[src/hdl/tfir_pkg.sv]
`default_nettype none
// ----------------------------------------------------------------------------
// tfir_pkg
// Shared types and constants for the transposed-form FIR filter.
// ----------------------------------------------------------------------------
package tfir_pkg;

    localparam int MAX_TAPS = 64;
    localparam int TAP_AW   = $clog2(MAX_TAPS);
    localparam int CNT_W    = TAP_AW + 1;
    localparam int SUM_W    = 40;
    localparam int CFG_W    = 7;
    localparam int SMP_W    = 16;
    localparam int PROD_W   = 2 * SMP_W;
    localparam int SH_W     = SUM_W + 1 - 15;

    localparam logic [CFG_W-1:0] TAP_COUNT_RST = CFG_W'(64);
    localparam logic             KIND_SAMPLE   = 1'b0;
    localparam logic             KIND_COEF     = 1'b1;

    typedef struct packed {
        logic                    kind;
        logic signed [SMP_W-1:0] sample;
        logic [5:0]              coef_index;
        logic signed [SMP_W-1:0] coef_value;
        logic                    block_end;
    } t_in_word;

    typedef struct packed {
        logic signed [SMP_W-1:0] filtered;
        logic                    clipped;
        logic                    last_of_block;
    } t_out_word;

    typedef enum logic [1:0] {
        ST_IDLE,
        ST_RUN,
        ST_DONE
    } t_state;

endpackage

`default_nettype wire

[src/hdl/transposed_fir_filter.sv]
`default_nettype none
// ----------------------------------------------------------------------------
// transposed_fir_filter
// Transposed-form FIR on Q1.15 samples with one shared multiply-accumulate.
// ----------------------------------------------------------------------------
// A sample word holds the input busy from its acceptance until its result
// is loaded into the output register, so a new sample is not taken before
// the last one is through. The number of taps is tap_count clamped to 1..64.
// One multiply-accumulate unit walks the taps, one per cycle, through a
// three-stage read, multiply and add-write pipeline on the coefficient and
// partial-sum memories. A coefficient word is taken while idle and emits
// nothing. The output word is held in a register, so a new word is accepted
// while a result waits; a sample that finishes while the previous result
// still waits holds in its done state until that result is taken. Writing
// tap_count or any coefficient clears the delay line at once.
module transposed_fir_filter
    import tfir_pkg::*;
(
    input  wire logic             i_clk,
    input  wire logic             i_rst_n,
    input  wire logic             i_in_valid,
    output      logic             o_in_ready,
    input  wire t_in_word         i_in_data,
    output      logic             o_out_valid,
    input  wire logic             i_out_ready,
    output      t_out_word        o_out_data,
    input  wire logic             i_cfg_we,
    input  wire logic [CFG_W-1:0] i_cfg_data
);

    t_state r_state, n_state;

    logic [CFG_W-1:0] r_tap_count;
    logic [CNT_W-1:0] w_taps;

    logic signed [SMP_W-1:0] r_coef_mem [MAX_TAPS];
    logic [SUM_W-1:0]        r_ps_mem   [MAX_TAPS];
    logic [MAX_TAPS-1:0]     r_coef_vld;
    logic [MAX_TAPS-1:0]     r_ps_vld;

    logic signed [SMP_W-1:0] r_x;
    logic                    r_bend;
    logic [CNT_W-1:0]        r_rd_idx;

    logic                    r_s1_vld, r_s1_last, r_s1_cok, r_s1_pok;
    logic [TAP_AW-1:0]       r_s1_idx;
    logic signed [SMP_W-1:0] r_coef_q;
    logic [SUM_W-1:0]        r_ps_q;

    logic                     r_s2_vld, r_s2_last;
    logic [TAP_AW-1:0]        r_s2_idx;
    logic signed [PROD_W-1:0] r_prod;
    logic [SUM_W-1:0]         r_ps_d;

    logic [SUM_W-1:0] r_first;
    logic             r_out_vld;
    t_out_word        r_out;

    logic               w_accept, w_smp_go, w_coef_go, w_issue, w_load;
    logic [TAP_AW-1:0]  w_ps_addr;
    logic [SUM_W-1:0]   w_sum;
    logic signed [SMP_W-1:0] w_coef_m;
    logic signed [SUM_W:0]   w_rnd;
    logic signed [SH_W-1:0]  w_sh;
    logic               w_pos_sat, w_neg_sat;

    assign w_taps = (r_tap_count == '0) ? CNT_W'(1) :
                    (32'(r_tap_count) > MAX_TAPS) ? CNT_W'(MAX_TAPS) : CNT_W'(r_tap_count);

    assign o_in_ready = (r_state == ST_IDLE);
    assign w_accept   = i_in_valid && o_in_ready;
    assign w_smp_go   = w_accept && (i_in_data.kind == KIND_SAMPLE);
    assign w_coef_go  = w_accept && (i_in_data.kind == KIND_COEF) &&
                        (32'(i_in_data.coef_index) < MAX_TAPS);
    assign w_issue    = (r_state == ST_RUN) && (r_rd_idx != w_taps);
    assign w_ps_addr  = TAP_AW'(r_rd_idx + CNT_W'(1));

    always_comb begin
        n_state = r_state;
        w_load  = 1'b0;
        unique case (r_state)
            ST_IDLE: begin
                if (w_smp_go) n_state = ST_RUN;
            end
            ST_RUN: begin
                if (r_s2_vld && r_s2_last) n_state = ST_DONE;
            end
            ST_DONE: begin
                if (!r_out_vld || i_out_ready) begin
                    w_load  = 1'b1;
                    n_state = ST_IDLE;
                end
            end
            default: n_state = ST_IDLE;
        endcase
    end

    always_ff @(posedge i_clk) begin
        if (!i_rst_n) begin
            r_state <= ST_IDLE;
        end else begin
            r_state <= n_state;
        end
    end

    always_ff @(posedge i_clk) begin
        if (!i_rst_n) begin
            r_tap_count <= TAP_COUNT_RST;
        end else if (i_cfg_we) begin
            r_tap_count <= i_cfg_data;
        end
    end

    always_ff @(posedge i_clk) begin
        if (w_coef_go) begin
            r_coef_mem[TAP_AW'(i_in_data.coef_index)] <= i_in_data.coef_value;
        end
        r_coef_q <= r_coef_mem[r_rd_idx[TAP_AW-1:0]];
    end

    always_ff @(posedge i_clk) begin
        if (r_s2_vld) begin
            r_ps_mem[r_s2_idx] <= w_sum;
        end
        r_ps_q <= r_ps_mem[w_ps_addr];
    end

    always_ff @(posedge i_clk) begin
        if (!i_rst_n) begin
            r_coef_vld <= '0;
            r_ps_vld   <= '0;
        end else begin
            if (w_coef_go) r_coef_vld[TAP_AW'(i_in_data.coef_index)] <= 1'b1;
            if (i_cfg_we || w_coef_go) begin
                r_ps_vld <= '0;
            end else if (r_s2_vld) begin
                r_ps_vld[r_s2_idx] <= 1'b1;
            end
        end
    end

    // sequencer and tap pipeline
    always_ff @(posedge i_clk) begin
        if (!i_rst_n) begin
            r_rd_idx <= '0;
            r_s1_vld <= 1'b0;
            r_s2_vld <= 1'b0;
        end else begin
            if (w_smp_go) r_rd_idx <= '0;
            else if (w_issue) r_rd_idx <= r_rd_idx + CNT_W'(1);
            r_s1_vld <= w_issue;
            r_s2_vld <= r_s1_vld;
        end
    end

    assign w_coef_m = r_s1_cok ? r_coef_q : '0;
    assign w_sum    = r_ps_d + SUM_W'(r_prod);

    always_ff @(posedge i_clk) begin
        if (w_smp_go) begin
            r_x    <= i_in_data.sample;
            r_bend <= i_in_data.block_end;
        end
        r_s1_idx  <= r_rd_idx[TAP_AW-1:0];
        r_s1_last <= (r_rd_idx == w_taps - CNT_W'(1));
        r_s1_cok  <= r_coef_vld[r_rd_idx[TAP_AW-1:0]];
        r_s1_pok  <= (r_rd_idx != w_taps - CNT_W'(1)) && r_ps_vld[w_ps_addr];
        r_prod    <= w_coef_m * r_x;
        r_ps_d    <= r_s1_pok ? r_ps_q : '0;
        r_s2_idx  <= r_s1_idx;
        r_s2_last <= r_s1_last;
        if (r_s2_vld && (r_s2_idx == '0)) r_first <= w_sum;
    end

    // round half up, saturate
    assign w_rnd     = $signed({r_first[SUM_W-1], r_first}) + (SUM_W+1)'(16'h4000);
    assign w_sh      = SH_W'(w_rnd >>> 15);
    assign w_pos_sat = !w_sh[SH_W-1] && (w_sh[SH_W-2:SMP_W-1] != '0);
    assign w_neg_sat = w_sh[SH_W-1] && (w_sh[SH_W-2:SMP_W-1] != '1);

    always_ff @(posedge i_clk) begin
        if (!i_rst_n) begin
            r_out_vld <= 1'b0;
        end else if (w_load) begin
            r_out_vld <= 1'b1;
        end else if (i_out_ready) begin
            r_out_vld <= 1'b0;
        end
    end

    always_ff @(posedge i_clk) begin
        if (w_load) begin
            r_out.filtered      <= w_pos_sat ? 16'sh7FFF :
                                   w_neg_sat ? 16'sh8000 : w_sh[SMP_W-1:0];
            r_out.clipped       <= w_pos_sat || w_neg_sat;
            r_out.last_of_block <= r_bend;
        end
    end

    assign o_out_valid = r_out_vld;
    assign o_out_data  = r_out;

endmodule

`default_nettype wire

[config.mk]
export PLATFORM = sky130hd
export DESIGN_NAME = transposed_fir_filter
export DESIGN_NICKNAME = d
export VERILOG_FILES = /design/src/hdl/tfir_pkg.sv /design/src/hdl/transposed_fir_filter.sv
export SDC_FILE = /design/constraint.sdc
export NUM_CORES = 2
export LEC_CHECK = 0
export BUFFER_PORTS_ARGS = -buffer_cell sky130_fd_sc_hd__buf_2
export CAP_MARGIN = 20
export CORE_UTILIZATION = 55
export DETAILED_ROUTE_END_ITERATION = 12
export PLACE_DENSITY = 0.71
export SLEW_MARGIN = 40
export SYNTH_ARGS = -nofsm -noshare
export SYNTH_HDL_FRONTEND = slang
export SYNTH_SLANG_ARGS = --single-unit
export TNS_END_PERCENT = 10
[constraint.sdc]
create_clock -name i_clk -period 14.1 [get_ports i_clk]
set_clock_uncertainty 0.05 [all_clocks]
set_input_delay 0 -clock i_clk [delete_from_list [all_inputs] [get_ports i_clk]]
set_output_delay 0 -clock i_clk [all_outputs]
set_load 0.005 [all_outputs]
==> impl_metrics.json <==
{
  "outcome": "complete, no violations",
  "avgSynthCellArea_um2": 21.5,
  "grt_pass1_vias": 80359,
  "cts.clk_slew.worst_paths_ns": 0.06,
  "cts.repair.resized": 0,
  "clock-root-buffer": "clkbuf_16",
  "max_freq_ghz": 0.128,
  "async_flop_share": 0,
  "ios": 72,
  "period_share": 0.554,
  "peakVddDrop_mv": 0.108,
  "worst_slew_pin_slew_ns": 0.945,
  "setup-violations-final": 0,
  "clk_latency_ns": 0.98,
  "crit_required_ns": 14.85,
  "vias": 79420,
  "worstSetupPathType": "reg2reg",
  "ant_nets": 0,
  "synth_edf_count": 3645,
  "synth_area_leader_cell": "edfxtp_1",
  "setup_tns_ns": 0,
  "synth_nets": 7857,
  "drt-initial-drc-count": 10417,
  "avgRoutedWirePerCell_um": 33.9,
  "via_per_inst": 6.62,
  "hold_class": "in2reg",
  "cts_max_level": 5,
  "ys_ff_latch": 3936,
  "cts_sinks": 3936,
  "dpl.hpwl_um": 229000,
  "cts_max_path_buffers": 4,
  "synth_seq_area_share": 0.723,
  "syn_area_mm2": 0.159,
  "drc_errors": 0,
  "fin_crit_ns": 7.81,
  "track_usage": 0.280,
  "syn_to_final_growth_pct": 13.6,
  "dieArea_mm2": 0.292,
  "whs_ns": 0.0942,
  "n_fill_cell": 18799,
  "drive_above_1_share": 0.284,
  "slew-limit-headroom": 0.368,
  "final_util": 0.629,
  "start_kind": "register",
  "critPathMaxFanout": 77,
  "maxCapViolCount": 0,
  "grt_remaining_overflow": 0,
  "power.leakage_nw": 60.1,
  "grt_setup_unrepaired": "false",
  "grt_start_max_net_pins": 95,
  "core_mm2": 0.288,
  "port_buffers": 71,
  "gp_congestion": 0.907,
  "rows": 197,
  "synth_top_area_share": 0.686,
  "ys_top_cells_by_area": "edfxtp_1 (69%), mux4_2 (17%), dfxtp_1 (3.7%)",
  "dominantRegCellSynth": "edfxtp_1",
  "start_util": 0.553,
  "worst-endpoint-arrival_ns": 8.55,
  "hold_viol": 0,
  "synthDistinctLibCells": 81,
  "postCtsSetupBuffers": 0,
  "cts_tree": "done",
  "antenna_found_initial": 22,
  "synth_warnings": 0,
  "layout.nets": 8311,
  "multi_input_area_mm2": 0.0425,
  "dieWidth_um": 540,
  "cts_made_buffers": 387,
  "report.final.slew_viol_count": 0,
  "drt-total-wl_um": 406000,
  "powerDensity_mw_per_mm2": 136,
  "die_y_um": 540,
  "crit_path_end_kind": "register",
  "grt_pass1_wl_um": 580000,
  "syn_inst": 7418,
  "first_pass_iters": 5,
  "regArea_mm2": 0.115
}
==> cell type report <==
| class | count | share of cell area |
|---|---|---|
| flip-flops and latches | 3936 | 0.637 |
| well taps | 3781 | 0.0261 |
| clock inverters | 225 | 0.0152 |
| inverters | 309 | 0.00640 |
| multi-input cells | 2807 | 0.235 |
| diodes | 8 | 0.000111 |
| clock buffers | 491 | 0.0581 |
| repair buffers | 431 | 0.0228 |
==> synth_stat cells (11+ instances only) <==
cell type	n
a211oi_1	15
a21o_1	35
a21oi_1	65
and2_1	57
and3_1	130
buf_1	32
buf_2	81
clkbuf_1	234
dfxtp_1	291
edfxtp_1	3645
fa_1	263
ha_1	124
inv_1	309
mux4_2	1217
nand2_1	174
nand2b_1	23
nand3_1	36
nand3b_1	11
nor2_1	199
nor2b_1	16
o21a_1	141
o21ai_0	39
xnor2_1	61
xor2_1	39
==> power by group <==
| part | leakage [nW] | internal, W | switching (W) |
|---|---|---|---|
| logic | 17.4 | 0.000486 | 0.000642 |
| clock network | 6.45 | 0.00625 | 0.00443 |
| registers | 36.2 | 0.0128 | 0.0000603 |
==> flip-flops by register name (all words and copies together) (netlist names), 2 cells and up <==
register,count
o_out_data,18
r_coef_mem,1024
r_coef_q,16
r_coef_vld,64
r_first,26
r_prod,32
r_ps_d,40
r_ps_mem,2560
r_ps_q,40
r_ps_vld,64
r_rd_idx,7
r_s1_idx,6
r_s2_idx,6
r_state,2
r_tap_count,7
r_x,16
==> cells in the final DEF (no fill, tap or decap), drive strengths merged, types with 11 or more instances in the layout <==
master	synthesis	layout
edfxtp	3645	3645
mux4	1217	1217
clkbuf	235	491
buf	131	334
inv	309	320
dfxtp	291	291
fa	263	263
nor2	201	201
nand2	175	175
clkinv	0	145
o21a	141	141
and3	132	132
ha	124	124
dlygate4sd3	0	97
a21oi	65	65
xnor2	61	61
and2	60	60
o21ai	53	53
bufinv	0	51
xor2	39	39
nand3	38	38
a21o	35	35
nand2b	23	23
clkinvlp	0	18
nor2b	16	16
a211oi	15	15
nand3b	11	11
a31oi	11	11
==> worst max-delay path, stage by stage (launching register included) <==
cell	delay (ns)
dfxtp_4	0.64
buf_4	0.56
and2_1	0.50
nand2_1	0.15
fa_1	0.59
inv_1	0.06
fa_1	0.48
fa_1	0.58
fa_1	0.44
fa_1	0.51
inv_1	0.06
fa_1	0.48
inv_1	0.04
ha_1	0.34
nand2_1	0.11
nor2_1	0.13
a21boi_0	0.26
a21oi_1	0.14
o31ai_1	0.58
o22ai_1	0.21
o21ai_0	0.33
mux2i_1	0.24
nor2_1	0.06
==> logic make-up after synthesis <==
kind of cell | count (synthesis) | synth area share
buffers and inverters | 675 | 0.0171
adder cells (fa/ha/maj) | 388 | 0.0428
AND/OR/NAND/NOR | 711 | 0.0225
AO/OA/AOI/OAI | 381 | 0.0165
flip-flops | 3936 | 0.723
multiplexers | 1227 | 0.173
XOR/XNOR | 100 | 0.00549
==> final timing paths <==
kind / startpoint / end / slack (ns) / depth (start not counted)
setup reg to reg: r_s1_cok / r_prod[31] / 6.29 / 22
hold / removal: i_cfg_we / r_ps_vld[45] / 0.09 / 4
setup / recovery: r_s1_cok / r_prod[31] / 6.29 / 22
hold reg to reg: r_s1_idx[4] / r_s2_idx[4] / 0.24 / 0
==> per-stage QoR <==
step | setup WS, ns | total power [W] | area (µm²) | cells
4_1_cts | 6.06 | 0.0248 | 181000 | 11971
6_report | 6.29 | 0.0247 | 181000 | 11988
2_1_floorplan | 7.13 | 0.0138 | 159000 | 7418
3_3_place_gp | 6.28 | 0.0142 | 166000 | 11126
5_1_grt | 5.83 | 0.0253 | 181000 | 11982
3_5_place_dp | 6.18 | 0.0142 | 167000 | 11158
==> layer usage <==
metal	GRT usage	vias up	routed length [µm]	part of all wire
met3	0.0527	740	41400	0.10
met1	0.397	42703	155000	0.38
met5	0	-	34	0.000084
met2	0.444	4736	196000	0.48
li1	-	31237	-	-
met4	0.0926	4	14000	0.034
==> what timing repair did <==
action / 4_1_cts / 5_1_grt
endpoints found under the hold margin: 2104 / 0
hold buffers: 97 / 0
setup endpoints to repair: 0 / 0
No activity file was read; power rests on OpenSTA's default activity.
